### src/nufm_pkg.sv
// ----------------------------------------------------------------------------
// Nearest unused frequency match: shared package
// Table sizes, field widths, sequencer states and the structs passed
// between the sequencer, the table memory and the compare unit.
// ----------------------------------------------------------------------------
package nufm_pkg;

    localparam int TABLE_DEPTH = 256;
    localparam int IDX_W       = $clog2(TABLE_DEPTH);
    localparam int CNT_W       = $clog2(TABLE_DEPTH + 1);
    localparam int FREQ_W      = 24;
    localparam int ENTRY_W     = 8;
    localparam int LEN_W       = 9;
    localparam int KEY_W       = FREQ_W + 1;

    localparam logic [KEY_W-1:0] HALF_HZ = KEY_W'(128);

    localparam logic MODE_WRITE = 1'b0;
    localparam logic MODE_QUERY = 1'b1;

    typedef enum logic [2:0] {
        ST_IDLE,
        ST_BS_RD,
        ST_BS_CMP,
        ST_SC_RD,
        ST_SC_CMP,
        ST_DONE
    } t_state;

    typedef struct packed {
        logic              we;
        logic [IDX_W-1:0]  waddr;
        logic [FREQ_W-1:0] wfreq;
        logic              wused;
        logic              re;
        logic [IDX_W-1:0]  raddr;
    } t_mem_req;

    typedef struct packed {
        logic [FREQ_W-1:0] freq;
        logic              used;
    } t_mem_rsp;

    typedef struct packed {
        logic              below_lo;
        logic              below_hi;
        logic [FREQ_W-1:0] diff;
    } t_cmp_res;

endpackage

### src/nufm_cmp.sv
// ----------------------------------------------------------------------------
// Nearest unused frequency match: compare unit
// Tests one table frequency against the tolerance window of the query and
// gives its absolute distance from the query.
// ----------------------------------------------------------------------------
module nufm_cmp (
    input  logic [nufm_pkg::FREQ_W-1:0] i_freq,
    input  logic [nufm_pkg::FREQ_W-1:0] i_query,
    output nufm_pkg::t_cmp_res          o_res
);
    import nufm_pkg::*;

    logic [KEY_W-1:0] freq_ext;
    logic [KEY_W-1:0] query_ext;

    assign freq_ext  = {1'b0, i_freq};
    assign query_ext = {1'b0, i_query};

    always_comb begin
        o_res.below_lo = (freq_ext + HALF_HZ) < query_ext;
        o_res.below_hi = freq_ext < (query_ext + HALF_HZ);
        if (i_query >= i_freq) begin
            o_res.diff = i_query - i_freq;
        end else begin
            o_res.diff = i_freq - i_query;
        end
    end

endmodule

### config.mk
export PLATFORM = sky130hd
export DESIGN_NAME = nufm_cmp
export DESIGN_NICKNAME = d
export VERILOG_FILES = /design/src/nufm_pkg.sv /design/src/nufm_cmp.sv
export SDC_FILE = /design/constraint.sdc
export NUM_CORES = 1
export LEC_CHECK = 0
export BUFFER_PORTS_ARGS = -buffer_cell sky130_fd_sc_hd__buf_2
export CORE_MARGIN = 8
export CORE_UTILIZATION = 29
export DETAILED_ROUTE_END_ITERATION = 8
export GPL_ROUTABILITY_DRIVEN = 0
export SYNTH_ARGS = -nofsm -noshare
export SYNTH_HDL_FRONTEND = slang
export SYNTH_SLANG_ARGS = --single-unit
export TNS_END_PERCENT = 30
### constraint.sdc
create_clock -name vclk -period 5.1
set_input_delay 1.02 -clock vclk [all_inputs]
set_output_delay 1.02 -clock vclk [all_outputs]
set_load 0.05 [all_outputs]
==> results of run 1 <==
==> metal layers <==
layer,track usage,vias up,wire length (um)
li1,-,2092,-
met1,0.182,1814,5570
met2,0.240,88,5410
met3,0.00974,8,583
met4,0.0128,0,126
met5,0,-,0
==> through the flow <==
step / power, W / setup slack (ns) / utilization
6_report: 0.000777 / 0.175 / 0.345
5_1_grt: 0.000845 / 0.0198 / 0.345
4_1_cts: 0.000779 / 0.0247 / 0.344
3_5_place_dp: 0.000777 / 0.0363 / 0.344
3_3_place_gp: 0.000778 / 0.116 / 0.344
2_1_floorplan: 0.000576 / 0.205 / -
==> critical path: stages <==
cell      delay (ns)
buf_2           0.09
inv_1           0.04
ha_1            0.20
fa_1            0.38
nand3b_1        0.21
a31oi_1         0.17
o21ai_1         0.08
a211o_1         0.32
a21boi_4        0.34
mux2_2          0.43
a41oi_2         0.21
xnor2_1         0.13
buf_2           0.28
==> final timing paths <==
path	cells after the start	end	from	slack, ns
worst max-delay path	13	o_res[23]	i_query[0]	0.18
worst min-delay path	4	o_res[0]	i_query[0]	2.51
==> kinds of logic after synthesis <==
group | after synthesis
buffers and inverters | 82
XOR/XNOR | 52
AO/OA/AOI/OAI | 164
multiplexers | 11
AND/OR/NAND/NOR | 145
adder cells (fa/ha/maj) | 85
==> power by group <==
part	internal (W)	switching, W
registers	0	0
logic	0.000255	0.000521
clock network	0	0
==> area by class of cell <==
class,count,area (um^2)
fillers,1493,8540
multi-input cells,457,3480
well taps,176,220
repair buffers,96,554
inverters,63,236
==> synthesized netlist by cell type (3+ instances only) <==
library cell   n
inv_1         61
mux2i_1        9
and2_1         4
a21o_1        20
o21bai_1       5
xor2_1         8
nand2b_1       6
nor2b_1        6
nand2_1       30
nand3b_1       3
xnor2_1       44
a31oi_1       10
nand3_1       25
a211oi_1       5
o211ai_1       4
o21ai_0       21
nor2_1        29
o31ai_1        4
o21a_1         7
nand4_1       14
nor3_1        16
a221oi_1       4
buf_2         11
buf_4          5
a21oi_1       56
nor4_1         3
o21ai_1        3
ha_1          83
==> results_dict.tcl, run 1 <==
set metrics [dict create \
    max_freq_mhz 203 \
    row_count 42 \
    die_h_um 131 \
    synth_compound_area_frac 0.286 \
    dp_cells 792 \
    hold_class "in -> out" \
    tns_ns 0 \
    n_antenna_cell 0 \
    hold_buffers 0 \
    slew_viol_final 0 \
    drt_iter0_drc 252 \
    synth_top_family_by_area "compound AO/OA/AOI/OAI gates" \
    routed_wl_mm 11.7 \
    ys_top_cells_by_area "ha_1, xnor2_1, a21oi_1, inv_1, a21o_1" \
    criticalPathCategory "in -> out" \
    track_usage 0.136 \
    setup_violations 0 \
    cp_data_arrival_time_ns 3.90 \
    rsz0062_at_grt "false" \
    drc 0 \
    whs_ns 2.51 \
    boundaryPins 74 \
    firstDrtPassIters 5 \
    drv_cap 0 \
    mostFrequentLayoutCells "ha_1, buf_2, inv_1" \
    relSlewSlack 0.612 \
    wire_per_inst_um 14.8 \
    crit_fanout 9 \
    finalNonFillerCells 792 \
    period_needed_ns 4.92 \
    netlist_area_um2 3820 \
    avgSynthCellArea_um2 7.09 \
    seq_area_um2 0 \
    synth_top_area_frac 0.272 \
    netlist_instances 539 \
    endpoint_kind "output port" \
    die_x_um 131 \
    grt_start_max_net_pins 23 \
    fin_area_um2 4490 \
    cp-start-kind "input port" \
    synth.distinct_cells 61 \
    start_util 0.293 \
    io_buffers 74 \
    power_density_nw_per_um2 173 \
    synth_mux_area_frac 0.0295 \
    nClkBuffers 0 \
    postRouteAntennaNets 0 \
    cts_setup_buffers 0 \
    syn_nets 672 \
    grt_antenna_before_repair 0 \
    syn2layout_area_growth_pct 17.6 \
    grt_overflow 0 \
    synthXorXnorAreaFrac 0.119 \
    ys_seq_area_frac 0 \
    fin_crit_sh 0.966 \
    cp.required_ns 4.08 \
    final_hold_viol_count 0 \
    ctsResizeCount 0 \
    drive_above_1_share 0.183 \
    hpwlAfterDp_mm 10.4 \
    grt_pass1_wl_mm 19.3 \
    seq_cells 0 \
    yosys_warnings 0 \
    final_common_cell "ha_1" \
    synthAdderAreaFrac 0.282 \
    tightest_slew_ns 0.574 \
    status "complete, no violations" \
    p_leak_nw 2.19 \
    vias 4002 \
    synthSimpleGateAreaFrac 0.190 \
    viasPerCell 5.05 \
    vdd_drop_max_v 0.0000497 \
    synth_area_leader_cell "ha_1" \
    die-area_um2 17100 \
    core_um2 13000 \
    place_area_um2 4480 \
    grt_pass1_vias 3996 \
    nets 751 \
]
(Power assumes the default switching activity.)
==> run 2: changes to the inputs <==
--- a/config.mk
+++ b/config.mk
@@ -6,6 +6,7 @@
 export NUM_CORES = 1
 export LEC_CHECK = 0
 export BUFFER_PORTS_ARGS = -buffer_cell sky130_fd_sc_hd__buf_2
+export CORE_ASPECT_RATIO = 0.7
 export CORE_MARGIN = 8
 export CORE_UTILIZATION = 29
 export DETAILED_ROUTE_END_ITERATION = 8
==> run 2 against run 1 <==
Critical path depth is the same. Critical path type unchanged. Routed wire length grew 7.3%. Critical endpoint unchanged. Largest cell class unchanged. Clock-buffer cell count is the same. Maximum frequency shrank 0.21%. Sequential share of layout area is the same.
==> results_dict.tcl, run 2 (same netlist as run 1, synthesis figures left out) <==
set metrics [dict create \
    status "complete, no violations" \
    crit_cells 13 \
    whs_endpoint "o_res[0]" \
    drt_iter0_drc 435 \
    tightest_slew_ns 0.614 \
    multiInputGateArea_um2 3480 \
    die-area_um2 17200 \
    crit_fanout 7 \
    cts_setup_buffers 0 \
    grt_pass1_vias 3895 \
    relSlewSlack 0.591 \
    cp-start-kind "input port" \
    dp_cells 785 \
    hold_class "in -> out" \
    rsz0062_at_grt "false" \
    die_x_um 153 \
    nets 754 \
    fin_crit_sh 0.968 \
    drive_above_1_share 0.187 \
    path_cells "buf_2, inv_1, ha_1, fa_1, nand3b_1, a31oi_1, o21ai_1, a211o_1, a21boi_4, mux2_2, a41oi_2, xnor2_1, buf_2" \
    setup_violations 0 \
    firstDrtPassIters 7 \
    boundaryPins 74 \
    crit_family "compound AO/OA/AOI/OAI gates" \
    critPathMostFrequentCell "buf_2" \
    crit_start "i_query[0]" \
    mostFrequentLayoutCells "ha_1, buf_2, inv_1" \
    slowest_delay_ns 0.43 \
    crit_buf_inv 3 \
    grt_antenna_before_repair 0 \
    n_antenna_cell 0 \
    wire_per_inst_um 16.0 \
    grt_overflow 0 \
    final_hold_viol_count 0 \
    core_um2 13000 \
    p_leak_nw 2.21 \
    grt_start_max_net_pins 17 \
    slowest_stage "mux2_2" \
    nClkBuffers 0 \
    num-fill-cells 1407 \
    row_count 35 \
    syn2layout_area_growth_pct 17.9 \
    seq_area_um2 0 \
    tns_ns 0 \
    vdd_drop_max_v 0.0000463 \
    viasPerCell 5.20 \
    start_util 0.294 \
    period_needed_ns 4.94 \
    io_buffers 74 \
    track_usage 0.141 \
    hold_buffers 0 \
    whs_ns 2.51 \
    power_density_nw_per_um2 176 \
    finalNonFillerCells 785 \
    final_common_cell "ha_1" \
    endpoint_kind "output port" \
    hpwlAfterDp_mm 11.1 \
    cp_data_arrival_time_ns 3.92 \
    min-delay-start "i_query[0]" \
    drc 0 \
    whs_path_depth 4 \
    drv_cap 0 \
    vias 4082 \
    slew_viol_final 0 \
    die_h_um 112 \
    grt_pass1_wl_mm 20.6 \
    routed_wl_mm 12.5 \
    criticalPathCategory "in -> out" \
    postRouteAntennaNets 0 \
    seq_cells 0 \
    max_freq_mhz 203 \
    cp.required_ns 4.08 \
]
run 2: cell types whose count changed in the layout (fill, tap and decap cells not counted), sizes merged:
cell  change
buf       +3
run 2: routing by layer:
layer	track usage	share of wire	up-vias
li1	-	-	2097
met1	0.237	0.58	1851
met2	0.190	0.36	134
met3	0.0146	0.059	0
met4	0	0	0
met5	0	0	-
run 2: power breakdown:
part | switching (W) | internal (W)
combinational | 0.000534 | 0.000258
clock | 0 | 0
sequential | 0 | 0
total | 0.000534 | 0.000258
run 2: final cells by class:
cell class         count  area share
inverters             63      0.0525
well taps            166      0.0461
repair buffers        99       0.128
multi-input cells    457       0.773
run 2: what timing repair did:
action                     4_1_cts  5_1_grt
hold endpoints to repair         0        0
resized for setup                0        5
setup endpoints to repair        0        1
run 2: per-stage QoR:
stage	utilization	cell area [um^2]	setup slack [ns]	total power, W
3_5_place_dp	0.345	4490	0.0362	0.000787
3_3_place_gp	0.345	4490	0.118	0.000787
4_1_cts	0.345	4490	0.0248	0.000790
6_report	0.346	4500	0.165	0.000792
2_1_floorplan	-	3830	0.205	0.000576
5_1_grt	0.346	4500	0.0158	0.000857
run 2: worst max-delay path by stage:
stage | endpoint | slack [ns]
floorplan | o_res[25] | 0.21
global placement | o_res[25] | 0.12
detailed placement | o_res[25] | 0.04
CTS | o_res[25] | 0.02
global route | o_res[21] | 0.02
finish | o_res[23] | 0.16
