**src/nufm_pkg.sv**
```systemverilog
// ----------------------------------------------------------------------------
// Nearest unused frequency match: shared package
// Table sizes, field widths, sequencer states and the structs passed
// between the sequencer, the table memory and the compare unit.
// ----------------------------------------------------------------------------
package nufm_pkg;

    localparam int TABLE_DEPTH = 256;
    localparam int IDX_W       = $clog2(TABLE_DEPTH);
    localparam int CNT_W       = $clog2(TABLE_DEPTH + 1);
    localparam int FREQ_W      = 24;
    localparam int ENTRY_W     = 8;
    localparam int LEN_W       = 9;
    localparam int KEY_W       = FREQ_W + 1;

    localparam logic [KEY_W-1:0] HALF_HZ = KEY_W'(128);

    localparam logic MODE_WRITE = 1'b0;
    localparam logic MODE_QUERY = 1'b1;

    typedef enum logic [2:0] {
        ST_IDLE,
        ST_BS_RD,
        ST_BS_CMP,
        ST_SC_RD,
        ST_SC_CMP,
        ST_DONE
    } t_state;

    typedef struct packed {
        logic              we;
        logic [IDX_W-1:0]  waddr;
        logic [FREQ_W-1:0] wfreq;
        logic              wused;
        logic              re;
        logic [IDX_W-1:0]  raddr;
    } t_mem_req;

    typedef struct packed {
        logic [FREQ_W-1:0] freq;
        logic              used;
    } t_mem_rsp;

    typedef struct packed {
        logic              below_lo;
        logic              below_hi;
        logic [FREQ_W-1:0] diff;
    } t_cmp_res;

endpackage

```
**src/nufm_if.sv**
```systemverilog
// ----------------------------------------------------------------------------
// Nearest unused frequency match: channel interfaces
// Valid/ready channels for input items and for result items.
// ----------------------------------------------------------------------------
interface nufm_in_if;
    logic                         valid;
    logic                         ready;
    logic                         mode;
    logic [nufm_pkg::ENTRY_W-1:0] entry_index;
    logic [nufm_pkg::FREQ_W-1:0]  frequency;
    logic                         entry_used;
    logic [nufm_pkg::LEN_W-1:0]   table_length;

    modport source (output valid, mode, entry_index, frequency, entry_used, table_length,
                    input ready);
    modport sink   (input valid, mode, entry_index, frequency, entry_used, table_length,
                    output ready);
endinterface


```
**src/nufm_seq.sv**
```systemverilog
// ----------------------------------------------------------------------------
// Nearest unused frequency match: sequencer
// Takes items, writes entries, runs the lower-bound search and the window
// scan through the table and the compare unit, and hands out one result.
// ----------------------------------------------------------------------------
module nufm_seq (
    input  logic                         i_clk,
    input  logic                         i_rst_n,
    nufm_in_if.sink                      i_item,
    output nufm_pkg::t_mem_req           o_mem_req,
    input  nufm_pkg::t_mem_rsp           i_mem_rsp,
    output logic [nufm_pkg::FREQ_W-1:0]  o_query,
    input  nufm_pkg::t_cmp_res           i_cmp,
    output logic                         o_res_valid,
    input  logic                         i_res_ready,
    output logic                         o_res_found,
    output logic [nufm_pkg::ENTRY_W-1:0] o_res_index
);
    import nufm_pkg::*;

    t_state            r_state, n_state;
    logic [FREQ_W-1:0] r_query, n_query;
    logic [CNT_W-1:0]  r_count, n_count;
    logic [CNT_W-1:0]  r_first, n_first;
    logic [CNT_W-1:0]  r_len, n_len;
    logic [CNT_W-1:0]  r_mid, n_mid;
    logic              r_have, n_have;
    logic [IDX_W-1:0]  r_best, n_best;
    logic [FREQ_W-1:0] r_best_diff, n_best_diff;

    logic              accept;
    logic [CNT_W-1:0]  half;
    logic [CNT_W-1:0]  mid;
    logic [CNT_W-1:0]  sat_len;

    assign accept = i_item.valid && i_item.ready;
    assign half   = r_len >> 1;
    assign mid    = r_first + half;

    always_comb begin
        if (32'(i_item.table_length) > TABLE_DEPTH) begin
            sat_len = CNT_W'(TABLE_DEPTH);
        end else begin
            sat_len = CNT_W'(i_item.table_length);
        end
    end

    always_comb begin
        n_state = r_state;
        case (r_state)
            ST_IDLE: begin
                if (accept) begin
                    n_state = (i_item.mode == MODE_QUERY) ? ST_BS_RD : ST_DONE;
                end
            end
            ST_BS_RD: begin
                n_state = (r_len == '0) ? ST_SC_RD : ST_BS_CMP;
            end
            ST_BS_CMP: begin
                n_state = ST_BS_RD;
            end
            ST_SC_RD: begin
                n_state = (r_first < r_count) ? ST_SC_CMP : ST_DONE;
            end
            ST_SC_CMP: begin
                n_state = i_cmp.below_hi ? ST_SC_RD : ST_DONE;
            end
            ST_DONE: begin
                if (i_res_ready) begin
                    n_state = ST_IDLE;
                end
            end
            default: begin
                n_state = ST_IDLE;
            end
        endcase
    end

    always_comb begin
        i_item.ready    = 1'b0;
        o_res_valid     = 1'b0;
        o_mem_req.we    = 1'b0;
        o_mem_req.waddr = IDX_W'(i_item.entry_index);
        o_mem_req.wfreq = i_item.frequency;
        o_mem_req.wused = i_item.entry_used;
        o_mem_req.re    = 1'b0;
        o_mem_req.raddr = r_first[IDX_W-1:0];
        case (r_state)
            ST_IDLE: begin
                i_item.ready = 1'b1;
                o_mem_req.we = i_item.valid && (i_item.mode == MODE_WRITE)
                               && (32'(i_item.entry_index) < TABLE_DEPTH);
            end
            ST_BS_RD: begin
                o_mem_req.re    = (r_len != '0);
                o_mem_req.raddr = mid[IDX_W-1:0];
            end
            ST_SC_RD: begin
                o_mem_req.re = (r_first < r_count);
            end
            ST_DONE: begin
                o_res_valid = 1'b1;
            end
            default: begin
            end
        endcase
    end

    always_comb begin
        n_query     = r_query;
        n_count     = r_count;
        n_first     = r_first;
        n_len       = r_len;
        n_mid       = r_mid;
        n_have      = r_have;
        n_best      = r_best;
        n_best_diff = r_best_diff;
        case (r_state)
            ST_IDLE: begin
                if (accept) begin
                    n_query = i_item.frequency;
                    n_count = sat_len;
                    n_first = '0;
                    n_len   = sat_len;
                    n_have  = 1'b0;
                end
            end
            ST_BS_RD: begin
                n_mid = mid;
            end
            ST_BS_CMP: begin
                if (i_cmp.below_lo) begin
                    n_first = r_mid + CNT_W'(1);
                    n_len   = r_len - half - CNT_W'(1);
                end else begin
                    n_len = half;
                end
            end
            ST_SC_CMP: begin
                if (i_cmp.below_hi) begin
                    if (!i_mem_rsp.used && (!r_have || i_cmp.diff < r_best_diff)) begin
                        n_have      = 1'b1;
                        n_best      = r_first[IDX_W-1:0];
                        n_best_diff = i_cmp.diff;
                    end
                    n_first = r_first + CNT_W'(1);
                end
            end
            default: begin
            end
        endcase
    end

    always_ff @(posedge i_clk) begin
        if (!i_rst_n) begin
            r_state <= ST_IDLE;
        end else begin
            r_state <= n_state;
        end
    end

    always_ff @(posedge i_clk) begin
        r_query     <= n_query;
        r_count     <= n_count;
        r_first     <= n_first;
        r_len       <= n_len;
        r_mid       <= n_mid;
        r_have      <= n_have;
        r_best      <= n_best;
        r_best_diff <= n_best_diff;
    end

    assign o_query     = r_query;
    assign o_res_found = r_have && ({1'b0, r_best_diff} < HALF_HZ);
    assign o_res_index = o_res_found ? ENTRY_W'(r_best) : '0;

endmodule

```
**src/flat_wrapper.sv**
```systemverilog
// flat-port wrapper written by rule: the top's interface ports become plain ports
module nufm_seq_flat import nufm_pkg::*;
  (i_clk, i_rst_n, o_mem_req, i_mem_rsp, o_query, i_cmp, o_res_valid, i_res_ready, o_res_found, o_res_index, i_item_valid, i_item_mode, i_item_entry_index, i_item_frequency, i_item_entry_used, i_item_table_length, i_item_ready);
  nufm_in_if i_item_i ();
  input  logic i_clk;
  input  logic i_rst_n;
  output nufm_pkg::t_mem_req o_mem_req;
  input  nufm_pkg::t_mem_rsp i_mem_rsp;
  output logic [nufm_pkg::FREQ_W-1:0] o_query;
  input  nufm_pkg::t_cmp_res i_cmp;
  output logic o_res_valid;
  input  logic i_res_ready;
  output logic o_res_found;
  output logic [nufm_pkg::ENTRY_W-1:0] o_res_index;
  input wire logic [$bits(i_item_i.valid)-1:0] i_item_valid;
  input wire logic [$bits(i_item_i.mode)-1:0] i_item_mode;
  input wire logic [$bits(i_item_i.entry_index)-1:0] i_item_entry_index;
  input wire logic [$bits(i_item_i.frequency)-1:0] i_item_frequency;
  input wire logic [$bits(i_item_i.entry_used)-1:0] i_item_entry_used;
  input wire logic [$bits(i_item_i.table_length)-1:0] i_item_table_length;
  output wire logic [$bits(i_item_i.ready)-1:0] i_item_ready;
  assign i_item_i.valid = i_item_valid;
  assign i_item_i.mode = i_item_mode;
  assign i_item_i.entry_index = i_item_entry_index;
  assign i_item_i.frequency = i_item_frequency;
  assign i_item_i.entry_used = i_item_entry_used;
  assign i_item_i.table_length = i_item_table_length;
  assign i_item_ready = i_item_i.ready;
  nufm_seq u_core (.i_clk(i_clk), .i_rst_n(i_rst_n), .i_item(i_item_i), .o_mem_req(o_mem_req), .i_mem_rsp(i_mem_rsp), .o_query(o_query), .i_cmp(i_cmp), .o_res_valid(o_res_valid), .i_res_ready(i_res_ready), .o_res_found(o_res_found), .o_res_index(o_res_index));
endmodule
```
**config.mk**
```make
export PLATFORM = sky130hd
export DESIGN_NAME = nufm_seq_flat
export DESIGN_NICKNAME = d
export VERILOG_FILES = /design/src/nufm_pkg.sv /design/src/nufm_if.sv /design/src/nufm_seq.sv /design/src/flat_wrapper.sv
export SDC_FILE = /design/constraint.sdc
export NUM_CORES = 1
export LEC_CHECK = 0
export ABC_AREA = 1
export ABC_CLOCK_PERIOD_IN_PS = 7300
export BUFFER_PORTS_ARGS = -buffer_cell sky130_fd_sc_hd__buf_2
export CORE_MARGIN = 3
export CORE_UTILIZATION = 56
export DETAILED_ROUTE_END_ITERATION = 8
export PLACE_DENSITY = 0.93
export SKIP_LAST_GASP = 1
export SLEW_MARGIN = 30
export SYNTH_ARGS = -nofsm -noshare
export SYNTH_HDL_FRONTEND = slang
export SYNTH_SLANG_ARGS = --single-unit
```
**constraint.sdc**
```tcl
create_clock -name i_clk -period 7.3 [get_ports i_clk]
set_input_delay 1.095 -clock i_clk [delete_from_list [all_inputs] [get_ports i_clk]]
set_output_delay 1.095 -clock i_clk [all_outputs]
set_load 0.05 [all_outputs]
```
==> impl_metrics.toml <==
[detailed_routing]
final_antenna_net_count = 0
wl_per_cell_um = 15.1
vias = 4449
firstDrtPassIters = 5
drtIter0Drc = 244
vias_per_cell = 5.28
drt-total-wl_um = 12700
drc = 0

[die]
start_util_pct = 58.1
die-area_um2 = 11400
fp.coreArea_um2 = 9820
boundaryPins = 176
die_h_um = 107
die_w_um = 107
placement_rows = 36

[hold_path]
hold_path_class = "register to register"
worst_hold_path.endpoint = "u_core.r_best[0]"
min_path_cells = 0
worstHoldStart = "u_core.r_first[0]"

[timing]
holdWs_ns = 0.542
hold_viol = 0
fin_ws_ns = 3.53
fin_setup_tns_ns = 0
max_freq_mhz = 265
final_max_slew_viol_count = 0
post-route-min-period_ns = 3.77
fin_crit_sh_pct = 51.7
rsz0062_at_grt = "false"
relSlewSlack_pct = 49.9
tightestPinTransition_ns = 0.751
setup_viol = 0
finClkSkew_ns = 0.0155

[pwr]
p_leak_uw = 0.00316
power_density_nw_per_um2 = 359
ir_worst_vdd_mv = 0.167

[setup_path]
crit_arrival_ns = 2.68
cp_max_fo = 5
crit_type = "register to output pin"
path_cells = "ha_1 > inv_1 > fa_1 > nand3b_1 > nand2_1 > a21oi_1 > nor2_1 > nor2_1 > xnor2_1 > nand2_1 > nand2_1 > buf_2"
reg2reg_slack_ns = 4.52
cp-startpoint = "u_core.r_len[1]"
startpoint_type = "register"
reg2reg_from = "u_core.r_best_diff[17]"
critical-path-top-delay-family = "adder cells"
path_buf_inv = 2
reg2reg_to = "u_core.r_best[4]"
slowest_delay_ns = 0.48
crit_top_cell = "nand2_1"
reg2reg_depth = 14
endpoint_kind = "output pin"
worstPathRequired_ns = 6.20
crit_slowest_cell = "edfxtp_1"

[synth]
synth_edf_count = 93
seq_area_frac_synth_pct = 50.0
synthCells = 595
synth_ff_type = "edfxtp_1"
yosys_warnings = 0
syn-cell-area_um2 = 5700
synthArstFlopShare_pct = 0
ys_seq_elements = 96
synth_cell_types = 37
synth_area_per_cell_um2 = 9.58
syn-num-nets = 747

[final_layout]
layoutNonFillerInstCount = 842
final_core_util_pct = 66.3
nFillCells = 746
syn2layout_area_growth_pct = 14.2
n_antenna_cell = 0
drive_above_1_share_pct = 23.8
layout.nets = 856

[global_route]
grt_pass1_wl_um = 20100
grt_max_degree = 35
grt_pass1_vias = 4446
overflow = 0
grt_usage_pct = 22.3
antenna_found_initial = 0

[clock_network]
clk_pin_slew_ns = 0.09
ctsHtreeMaxLevel = 3
root_buffer = "clkbuf_8"
insertion_delay_ns = 0.36
cts_resized = 0
clock-sinks = 96
ctsHoldBuffers = 0
tritoncts = "built"
cts_inserted_buffers = 9
postCtsSetupRepairBufs = 0
clockBufferDepth = 2

[place]
gp_congestion = 0.941
hpwlAfterDp_um = 9990
io_buffer_count = 133
place_inst = 826
pre_cts_slack_ns = 3.94

[status]
status = "complete, no violations"

[flow_run]
maxCapViolCount = 0
-- final cells by class --
type / count / area, um2 / area share, %
flip-flops and latches: 96 / 2850 / 43.8
multi-input cells: 349 / 2160 / 33.1
repair buffers: 137 / 699 / 10.7
inverters: 111 / 417 / 6.40
well taps: 133 / 166 / 2.56
clock buffers: 10 / 128 / 1.96
clock inverters: 6 / 90.1 / 1.38
-- cell families after synthesis --
family | synth area share [%]
and+or+nand+nor | 15.6
buffers and inverters | 12.2
DFF | 50.0
AOI/OAI and AO/OA | 7.94
adders and majority gates | 12.1
xor gates and xnor gates | 1.69
muxes | 0.395
-- worst max-delay path by stage --
stage,end,slack (ns),cells past startpoint
floorplan,u_core.r_best[0],3.55,9
global placement,o_mem_req[6],3.99,12
detailed placement,o_mem_req[6],3.94,12
CTS,o_mem_req[6],3.54,12
global route,o_mem_req[6],3.34,12
finish,o_mem_req[6],3.53,12
-- layout by cell type (no fill, tap or decap), types with 2 or more instances in the layout --
master / n
nor2_4: 2
edfxtp_1: 93
clkbuf_8: 9
nand2_2: 2
nand3_1: 23
a21oi_1: 34
bufinv_16: 2
buf_4: 3
nand3b_1: 3
o21ai_0: 23
nor2_1: 45
fa_1: 2
ha_1: 52
o21ai_1: 4
nand4_1: 11
buf_2: 133
inv_2: 2
o21ai_2: 3
xor2_1: 8
inv_1: 108
nor3_1: 7
a21o_1: 3
xnor2_1: 3
inv_6: 2
o211ai_1: 5
nor3_2: 2
o21a_1: 2
nand2_1: 104
dfxtp_1: 3
nor2_2: 2
o21bai_1: 2
-- flip-flops by register name, summed over array words and instances (netlist names) --
signal,flops
u_core.r_best_diff,24
u_core.r_first,9
u_core.o_query,24
u_core.r_count,9
u_core.r_have,1
u_core.r_best,8
u_core.r_mid,9
u_core.r_state,3
u_core.r_len,9
-- through the flow --
step           total power [uW]  area (um2)
2_1_floorplan              1700        5700
3_3_place_gp               1890        6280
3_5_place_dp               1950        6290
4_1_cts                    2340        6510
5_1_grt                    2480        6510
6_report                   2340        6510
-- metal layers --
metal	global-route usage (%)	part of all wire, %
met1	26.5	39
met5	0	0
met4	6.30	2.2
met3	5.42	7.3
met2	40.2	52
-- where the power goes --
| part | internal (uW) | switching, uW | total (uW) | leakage, uW |
|---|---|---|---|---|
| sequential | 775 | 94.1 | 869 | 0.000901 |
| clock | 195 | 190 | 385 | 0.000107 |
| combinational | 321 | 761 | 1080 | 0.00215 |
-- Yosys cell counts, types with 4 or more instances --
library cell | number | share of area, %
a21oi_1 | 34 | 3.0
buf_4 | 33 | 4.3
clkbuf_1 | 4 | 0.26
edfxtp_1 | 93 | 49
ha_1 | 52 | 11
inv_1 | 108 | 7.1
nand2_1 | 104 | 6.8
nand3_1 | 23 | 2.0
nand4_1 | 11 | 1.2
nor2_1 | 47 | 3.1
nor3_1 | 7 | 0.61
o211ai_1 | 5 | 0.66
o21ai_0 | 23 | 2.0
o21ai_1 | 4 | 0.35
xor2_1 | 8 | 1.2
Power figures use the tool's default switching activity.
